**src/design/tife_pkg.sv**
```systemverilog
// ----------------------------------------------------------------------------
// tife_pkg
// Types and constants shared by the tagged integer field encoder.
// ----------------------------------------------------------------------------
package tife_pkg;

    localparam int FRAME_MAX = 10;
    localparam int LEN_W     = 4;

    // field kinds
    localparam logic [1:0] CMD_INT  = 2'd0;
    localparam logic [1:0] CMD_BOOL = 2'd1;
    localparam logic [1:0] CMD_STR  = 2'd2;

    // header type codes
    localparam logic [3:0] TY_BYTE  = 4'd0;
    localparam logic [3:0] TY_SHORT = 4'd1;
    localparam logic [3:0] TY_INT   = 4'd2;
    localparam logic [3:0] TY_LONG  = 4'd3;
    localparam logic [3:0] TY_STR1  = 4'd6;
    localparam logic [3:0] TY_STR4  = 4'd7;
    localparam logic [3:0] TY_ZERO  = 4'd12;

    localparam logic [3:0] TAG_EXT    = 4'hF;
    localparam logic [7:0] TAG_LIMIT  = 8'd15;
    localparam logic [26:0] STR1_MAX  = 27'd255;

    localparam logic signed [63:0] I8_MIN  = -64'sd128;
    localparam logic signed [63:0] I8_MAX  = 64'sd127;
    localparam logic signed [63:0] I16_MIN = -64'sd32768;
    localparam logic signed [63:0] I16_MAX = 64'sd32767;
    localparam logic signed [63:0] I32_MIN = -64'sd2147483648;
    localparam logic signed [63:0] I32_MAX = 64'sd2147483647;

    typedef struct packed {
        logic [1:0]         command;
        logic [7:0]         tag;
        logic signed [63:0] value;
        logic               present;
        logic signed [31:0] default_value;
        logic               forced;
        logic [26:0]        string_length;
    } in_item_t;

    typedef struct packed {
        logic [7:0] out_byte;
        logic       last;
    } out_item_t;

    typedef logic [0:FRAME_MAX-1][7:0] frame_bytes_t;

    typedef struct packed {
        frame_bytes_t     bytes;
        logic [LEN_W-1:0] len;
    } frame_t;

endpackage

```
**src/design/tife_encode.sv**
```systemverilog
// ----------------------------------------------------------------------------
// tife_encode
// Builds the full byte frame of one field: tag header plus narrowest value.
// ----------------------------------------------------------------------------
module tife_encode
(
    input  tife_pkg::in_item_t item,
    output tife_pkg::frame_t   frame
);
    import tife_pkg::*;

    logic signed [63:0] def64;
    logic signed [63:0] n;
    logic               emit;
    logic               is_str;
    logic [26:0]        slen;
    logic               dflt_true;
    logic               val_true;
    logic [3:0]         ty;
    logic [3:0]         nb;
    logic [63:0]        pv;
    logic [63:0]        aligned;
    logic [7:0]         h0;
    logic               two_hdr;
    logic [79:0]        vec;

    assign def64     = {{32{item.default_value[31]}}, item.default_value};
    assign dflt_true = (item.default_value != 32'sd0);
    assign val_true  = (item.value != 64'sd0);

    always_comb
    begin
        emit   = 1'b0;
        is_str = 1'b0;
        n      = 64'sd0;
        slen   = 27'd0;
        unique case (item.command)
            CMD_INT:
            begin
                if (item.present)
                begin
                    emit = (item.value != def64);
                    n    = item.value;
                end
                else
                begin
                    emit = item.forced;
                    n    = def64;
                end
            end
            CMD_BOOL:
            begin
                if (item.present)
                begin
                    emit = (val_true != dflt_true);
                    n    = {63'd0, val_true};
                end
                else
                begin
                    emit = item.forced;
                    n    = {63'd0, dflt_true};
                end
            end
            CMD_STR:
            begin
                is_str = 1'b1;
                emit   = item.present || item.forced;
                slen   = item.present ? item.string_length : 27'd0;
            end
            default:
            begin
                emit = 1'b0;
            end
        endcase
    end

    always_comb
    begin
        if (is_str)
        begin
            pv = {37'd0, slen};
            if (slen > STR1_MAX)
            begin
                ty = TY_STR4;
                nb = 4'd4;
            end
            else
            begin
                ty = TY_STR1;
                nb = 4'd1;
            end
        end
        else
        begin
            pv = n;
            if (n == 64'sd0)
            begin
                ty = TY_ZERO;
                nb = 4'd0;
            end
            else if (n >= I8_MIN && n <= I8_MAX)
            begin
                ty = TY_BYTE;
                nb = 4'd1;
            end
            else if (n >= I16_MIN && n <= I16_MAX)
            begin
                ty = TY_SHORT;
                nb = 4'd2;
            end
            else if (n >= I32_MIN && n <= I32_MAX)
            begin
                ty = TY_INT;
                nb = 4'd4;
            end
            else
            begin
                ty = TY_LONG;
                nb = 4'd8;
            end
        end
    end

    // left-align the value bytes, big-endian
    always_comb
    begin
        case (nb)
            4'd1:    aligned = {pv[7:0], 56'd0};
            4'd2:    aligned = {pv[15:0], 48'd0};
            4'd4:    aligned = {pv[31:0], 32'd0};
            4'd8:    aligned = pv;
            default: aligned = 64'd0;
        endcase
    end

    assign two_hdr = (item.tag >= TAG_LIMIT);
    assign h0      = two_hdr ? {TAG_EXT, ty} : {item.tag[3:0], ty};
    assign vec     = two_hdr ? {h0, item.tag, aligned} : {h0, aligned, 8'd0};

    assign frame.bytes = frame_bytes_t'(vec);
    assign frame.len   = emit ? (two_hdr ? 4'd2 : 4'd1) + nb : 4'd0;

endmodule

```
**src/design/tife_serializer.sv**
```systemverilog
// ----------------------------------------------------------------------------
// tife_serializer
// Holds one encoded frame and sends it out one byte per transfer.
// ----------------------------------------------------------------------------
module tife_serializer
(
    input  logic                clk,
    input  logic                rst_n,
    input  logic                frame_valid,
    input  tife_pkg::frame_t    frame,
    output logic                frame_ready,
    output logic                dst_valid,
    input  logic                dst_stall,
    output tife_pkg::out_item_t dst_data
);
    import tife_pkg::*;

    logic             busy_reg;
    logic             busy_next;
    frame_t           frame_reg;
    frame_t           frame_next;
    logic [LEN_W-1:0] idx_reg;
    logic [LEN_W-1:0] idx_next;
    logic             dst_valid_reg;
    logic             dst_valid_next;
    out_item_t        dst_data_reg;
    out_item_t        dst_data_next;

    logic out_free;
    logic send;
    logic final_byte;
    logic load;

    assign out_free    = !dst_valid_reg || !dst_stall;
    assign send        = busy_reg && out_free;
    assign final_byte  = send && (idx_reg == frame_reg.len - 4'd1);
    assign frame_ready = !busy_reg || final_byte;
    assign load        = frame_valid && frame_ready;

    always_comb
    begin
        busy_next      = busy_reg;
        frame_next     = frame_reg;
        idx_next       = idx_reg;
        dst_valid_next = dst_valid_reg;
        dst_data_next  = dst_data_reg;
        if (send)
        begin
            dst_valid_next         = 1'b1;
            dst_data_next.out_byte = frame_reg.bytes[idx_reg];
            dst_data_next.last     = final_byte;
            idx_next               = idx_reg + 4'd1;
        end
        else if (out_free)
        begin
            dst_valid_next = 1'b0;
        end
        if (final_byte)
        begin
            busy_next = 1'b0;
        end
        if (load)
        begin
            busy_next  = 1'b1;
            frame_next = frame;
            idx_next   = 4'd0;
        end
    end

    always_ff @(posedge clk or negedge rst_n)
    begin
        if (!rst_n)
        begin
            busy_reg      <= 1'b0;
            idx_reg       <= '0;
            dst_valid_reg <= 1'b0;
        end
        else
        begin
            busy_reg      <= busy_next;
            idx_reg       <= idx_next;
            dst_valid_reg <= dst_valid_next;
        end
    end

    always_ff @(posedge clk)
    begin
        frame_reg    <= frame_next;
        dst_data_reg <= dst_data_next;
    end

    assign dst_valid = dst_valid_reg;
    assign dst_data  = dst_data_reg;

endmodule

```
**src/design/tagged_integer_field_encoder_top.sv**
```systemverilog
// ----------------------------------------------------------------------------
// tagged_integer_field_encoder_top
// Encodes one tagged scalar field per input transfer into a byte stream.
// Path: input register, serializer frame register, output data register;
// stalls can hold a field in any. Throughput: one output byte per cycle
// while dst_stall is low, set by the byte-wide output register; a frame is
// 1 to 10 bytes. Suppressed fields produce no output and bypass the serializer.
// Reset: asynchronous active-low rst_n clears all valid flags; no data lost
// other than items in flight.
// ----------------------------------------------------------------------------
module tagged_integer_field_encoder_top
(
    input  logic                clk,
    input  logic                rst_n,
    input  logic                src_valid,
    output logic                src_stall,
    input  tife_pkg::in_item_t  src_data,
    output logic                dst_valid,
    input  logic                dst_stall,
    output tife_pkg::out_item_t dst_data
);
    import tife_pkg::*;

    logic     in_valid_reg;
    logic     in_valid_next;
    in_item_t in_item_reg;
    in_item_t in_item_next;

    frame_t frame;
    logic   frame_ready;
    logic   frame_empty;
    logic   take;
    logic   accept;

    tife_encode u_encode
    (
        .item  (in_item_reg),
        .frame (frame)
    );

    assign frame_empty = (frame.len == 4'd0);
    assign take        = in_valid_reg && (frame_empty || frame_ready);
    assign src_stall   = in_valid_reg && !take;
    assign accept      = src_valid && !src_stall;

    always_comb
    begin
        in_valid_next = in_valid_reg;
        in_item_next  = in_item_reg;
        if (take)
        begin
            in_valid_next = 1'b0;
        end
        if (accept)
        begin
            in_valid_next = 1'b1;
            in_item_next  = src_data;
        end
    end

    always_ff @(posedge clk or negedge rst_n)
    begin
        if (!rst_n)
        begin
            in_valid_reg <= 1'b0;
        end
        else
        begin
            in_valid_reg <= in_valid_next;
        end
    end

    always_ff @(posedge clk)
    begin
        in_item_reg <= in_item_next;
    end

    tife_serializer u_serializer
    (
        .clk         (clk),
        .rst_n       (rst_n),
        .frame_valid (in_valid_reg && !frame_empty),
        .frame       (frame),
        .frame_ready (frame_ready),
        .dst_valid   (dst_valid),
        .dst_stall   (dst_stall),
        .dst_data    (dst_data)
    );

endmodule
```
**config.mk**
```make
export PLATFORM = sky130hd
export DESIGN_NAME = tagged_integer_field_encoder_top
export DESIGN_NICKNAME = d
export VERILOG_FILES = /design/src/design/tife_pkg.sv /design/src/design/tife_encode.sv /design/src/design/tife_serializer.sv /design/src/design/tagged_integer_field_encoder_top.sv
export SDC_FILE = /design/constraint.sdc
export NUM_CORES = 1
export LEC_CHECK = 0
export BUFFER_PORTS_ARGS = -buffer_cell sky130_fd_sc_hd__clkbuf_2
export CORE_UTILIZATION = 53
export CTS_CLUSTER_DIAMETER = 200
export DETAILED_ROUTE_END_ITERATION = 8
export PLACE_DENSITY = 0.77
export SLEW_MARGIN = 20
export SYNTH_ARGS = -nofsm -noshare
export SYNTH_HDL_FRONTEND = slang
export SYNTH_HIERARCHICAL = 1
export SYNTH_SLANG_ARGS = --single-unit
```
**constraint.sdc**
```tcl
create_clock -name clk -period 8.7 [get_ports clk]
set_clock_uncertainty 0.15 [all_clocks]
set_input_delay 0.87 -clock clk [delete_from_list [all_inputs] [get_ports clk]]
set_output_delay 0.87 -clock clk [all_outputs]
set_load 0.05 [all_outputs]
```
==> impl_table.tex <==
\begin{tabular}{lr}
\hline
Metric & Value \\
\hline
\multicolumn{2}{l}{\textbf{STA}} \\
\quad Max frequency & 162 MHz \\
\quad Final setup violation count & 0 \\
\quad Final hold slack & 0.0294 ns \\
\quad Setup repair after global routing missed its margin & false \\
\quad Final number of max-transition violations & 0 \\
\quad Max-slew headroom at the worst pin & 0.293 \\
\quad Minimum period implied by the final worst setup slack & 6.16 ns \\
\quad Transition time of the tightest slew-check pin & 1.06 ns \\
\quad Final-report hold violation count & 0 \\
\quad Worst-case setup margin in the final layout & 2.54 ns \\
\quad Final critical-path share of the clock period & 0.709 \\
\quad Final sum of negative setup slack & 0 ns \\
\multicolumn{2}{l}{\textbf{Finish}} \\
\quad Layout overhead on the synthesized area & 14.2\% \\
\quad Post-layout util & 0.625 \\
\quad Area occupied by registers & 0.00702 sq mm \\
\quad Post-Layout Inst Area & 0.0133 sq mm \\
\quad Layout Cells excl Fill & 1,383 \\
\quad Post-layout net count & 1,238 \\
\quad Fraction of layout instances using a drive strength above 1 & 0.220 \\
\quad Multi-input gate area & 0.00429 sq mm \\
\quad Flip-flop count of the largest register, all copies and words added & 135 \\
\quad Fill cells & 1,626 \\
\quad Antenna cell count & 0 \\
\multicolumn{2}{l}{\textbf{Placed design}} \\
\quad Dpl hpwl & 22.3 mm \\
\quad IO buf count & 149 \\
\quad Number of placed instances with taps included & 1,344 \\
\quad Placed cell area & 0.0126 sq mm \\
\quad Routability congestion estimate & 0.999 \\
\quad Worst setup slack after placement & 2.61 ns \\
\multicolumn{2}{l}{\textbf{Pwr}} \\
\quad Sum of internal, switching and leakage power & 4.82 mW \\
\quad Total power divided by cell area & 362 mW/mm\^{}2 \\
\quad Standby leakage power & 4.71 nW \\
\quad Highest ir drop seen on vdd & 0.000256 V \\
\multicolumn{2}{l}{\textbf{Floorplan}} \\
\quad Die width & 150 um \\
\quad Die outline area & 0.0226 sq mm \\
\quad Floorplan Core Area & 0.0213 sq mm \\
\quad Die boundary height & 150 um \\
\quad Site row count & 53 \\
\quad Initial Util & 0.547 \\
\quad Ports & 150 \\
\multicolumn{2}{l}{\textbf{Synth}} \\
\quad Share of flip-flops with an asynchronous set or reset & 0.0298 \\
\quad Predominant post-synthesis flop cell & sky130\_fd\_sc\_hd\_\_edfxtp\_1 \\
\quad Unique cell type count in the Yosys netlist & 65 \\
\quad Synth Warn \# & 6 \\
\quad Count of state elements after synthesis & 235 \\
\quad Mapped Cells & 967 \\
\quad Post-synthesis sequential area ratio & 0.603 \\
\quad Most area-consuming cells after synthesis & sky130\_fd\_sc\_hd\_\_edfxtp\_1 (59\%), sky130\_fd\_sc\_hd\_\_a21oi\_1 (5.2\%), sky130\_fd\_sc\_hd\_\_mux2i\_1 (3.5\%) \\
\quad Top post-synthesis cells by count & sky130\_fd\_sc\_hd\_\_edfxtp\_1 (228), sky130\_fd\_sc\_hd\_\_a21oi\_1 (121), sky130\_fd\_sc\_hd\_\_nor2\_1 (107) \\
\quad Largest area contributor in the synthesized netlist & sky130\_fd\_sc\_hd\_\_edfxtp\_1 \\
\quad Dominant cell by count in the synthesized netlist & sky130\_fd\_sc\_hd\_\_edfxtp\_1 \\
\quad Area of the mapped netlist & 0.0117 sq mm \\
\quad Share of the synthesized area in the top cell type & 0.588 \\
\quad Synth Net Count & 1,111 \\
\quad EDFF count, synth & 228 \\
\quad Post-Synthesis Mean Instance Area & 12.1 sq um \\
\multicolumn{2}{l}{\textbf{Critical path}} \\
\quad Endpoint arrival time on the critical path & 6.15 ns \\
\quad CP max stage delay & 0.83 ns \\
\quad Critical path buffer and inverter count & 2 \\
\quad Cell chain of the critical path & buf\_4 > nand2\_1 > nor4\_1 > o2111ai\_1 > a2111oi\_0 > a211o\_1 > ha\_1 > a21oi\_1 > or3\_1 > a21oi\_1 > nor4\_4 > nor2\_1 > nand2\_1 > o41ai\_4 > buf\_4 \\
\quad Endpoint kind of the worst setup timing path & register \\
\quad Required arrival time at the worst endpoint & 8.68 ns \\
\quad Kind of critical path & reg2reg \\
\quad Reg-to-reg setup timing slack & 2.54 ns \\
\quad Dominant delay contributor by cell family on the critical path & compound AO/OA/AOI/OAI gates \\
\quad CP max stage cell & sky130\_fd\_sc\_hd\_\_buf\_4 \\
\quad Maximum fanout encountered on the critical timing path & 87 \\
\quad Crit start category & register \\
\multicolumn{2}{l}{\textbf{Drt}} \\
\quad Routed vias & 8,628 \\
\quad Mean number of vias per cell & 6.24 \\
\quad Post-route DRC violation count & 0 \\
\quad Wirelength, routed & 30.4 mm \\
\quad Average detailed-routed wire length per instance & 22.0 um \\
\quad Number of DRC markers in iteration 0 & 1,129 \\
\quad Iteration count of the initial detailed-routing pass & 5 \\
\quad Number of nets with antenna violations after detailed routing & 0 \\
\multicolumn{2}{l}{\textbf{Global route}} \\
\quad First-pass GRT wire length & 45.6 mm \\
\quad Grt total ovfl & 0 \\
\quad Maximum number of pins on one net before global-route repair & 88 \\
\quad Global routing usage summed across all routing layers & 0.271 \\
\quad Antenna violations before repair & 0 \\
\quad Vias in the first global route & 8,160 \\
\multicolumn{2}{l}{\textbf{Clock network}} \\
\quad TritonCTS buffer count & 23 \\
\quad Resized Gates After CTS & 0 \\
\quad Clock sink count & 235 \\
\quad Cell at the root of the clock tree & sky130\_fd\_sc\_hd\_\_clkbuf\_16 \\
\quad Clock insertion delay at the later pin of the skew report & 0.52 ns \\
\quad H-tree Lvls & 1 \\
\quad Maximum count of clock buffers along a single path & 3 \\
\quad Hold-fix buffer count after cts & 0 \\
\quad CTS tree & yes \\
\quad CTS clock-pin slew for the worst setup and hold paths & 0.06 ns \\
\quad Number of setup buffers added after CTS & 0 \\
\multicolumn{2}{l}{\textbf{Run status}} \\
\quad Run status & completed \\
\multicolumn{2}{l}{\textbf{Hold path}} \\
\quad Kind of path behind the tightest hold check & in2async \\
\multicolumn{2}{l}{\textbf{Flow run}} \\
\quad Maximum Capacitance Violations & 0 \\
\hline
\end{tabular}
[area by class of cell]
| class | instances | share of cell area |
|---|---|---|
| inverters | 19 | 0.00536 |
| multi-input cells | 650 | 0.322 |
| clock buffers | 30 | 0.0452 |
| flip-flops and latches | 235 | 0.528 |
| well taps | 275 | 0.0259 |
| clock inverters | 9 | 0.00771 |
| repair buffers | 165 | 0.0660 |
[cell families after synthesis]
logic type,count (synthesis),share of synthesized area
adders and majority gates,5,0.00601
buffers and inverters,82,0.0325
and+or+nand+nor,313,0.130
DFF,235,0.603
AOI/OAI and AO/OA,223,0.121
muxes,67,0.0761
xor gates and xnor gates,42,0.0316
[power by group]
part           internal, mW  switching, mW
logic                 0.591           1.24
registers              1.77          0.274
clock network         0.546          0.399
total                  2.90           1.91
[final timing paths]
kind	to	startpoint	cells after the start
max	u_serializer/frame_reg[6]$_DFFE_PP_	in_item_reg[60]$_DFFE_PP_	15
min	u_serializer/busy_reg$_DFFE_PN0P_	rst_n	1
max reg2reg	u_serializer/frame_reg[6]$_DFFE_PP_	in_item_reg[60]$_DFFE_PP_	15
min reg2reg	u_serializer/dst_valid$_DFFE_PN0P_	u_serializer/dst_valid$_DFFE_PN0P_	2
max in group asynchronous	u_serializer/idx_reg[0]$_DFFE_PN0P_	rst_n	1
min in group clk	u_serializer/dst_valid$_DFFE_PN0P_	u_serializer/dst_valid$_DFFE_PN0P_	2
[cell usage in the layout (no fill, tap or decap), types with 4 or more instances in the layout]
cell / count
sky130_fd_sc_hd__clkbuf_1: 7
sky130_fd_sc_hd__dfrtp_1: 7
sky130_fd_sc_hd__a22oi_1: 4
sky130_fd_sc_hd__and3_1: 6
sky130_fd_sc_hd__nor3_1: 13
sky130_fd_sc_hd__buf_4: 15
sky130_fd_sc_hd__a211oi_1: 16
sky130_fd_sc_hd__o21ai_0: 14
sky130_fd_sc_hd__ha_1: 4
sky130_fd_sc_hd__a211o_1: 4
sky130_fd_sc_hd__o22ai_1: 5
sky130_fd_sc_hd__nand2_1: 81
sky130_fd_sc_hd__inv_1: 17
sky130_fd_sc_hd__nand4_1: 23
sky130_fd_sc_hd__mux2i_1: 41
sky130_fd_sc_hd__xnor2_1: 8
sky130_fd_sc_hd__nand2b_1: 10
sky130_fd_sc_hd__clkbuf_16: 23
sky130_fd_sc_hd__clkbuf_2: 149
sky130_fd_sc_hd__nand3_1: 13
sky130_fd_sc_hd__mux4_2: 16
sky130_fd_sc_hd__xor2_1: 34
sky130_fd_sc_hd__a21oi_1: 121
sky130_fd_sc_hd__mux2_2: 9
sky130_fd_sc_hd__o2bb2ai_1: 12
sky130_fd_sc_hd__nor4_1: 40
sky130_fd_sc_hd__nor2_1: 107
sky130_fd_sc_hd__a221oi_1: 15
sky130_fd_sc_hd__edfxtp_1: 228
[metal layers]
metal / global-route usage / up-vias / wire, um
met3: 0.0436 / 99 / 2460
li1: - / 3951 / -
met5: 0 / - / 0
met2: 0.439 / 523 / 14300
met1: 0.359 / 4055 / 12100
met4: 0.125 / 0 / 1500
(Power assumes the default switching activity.)
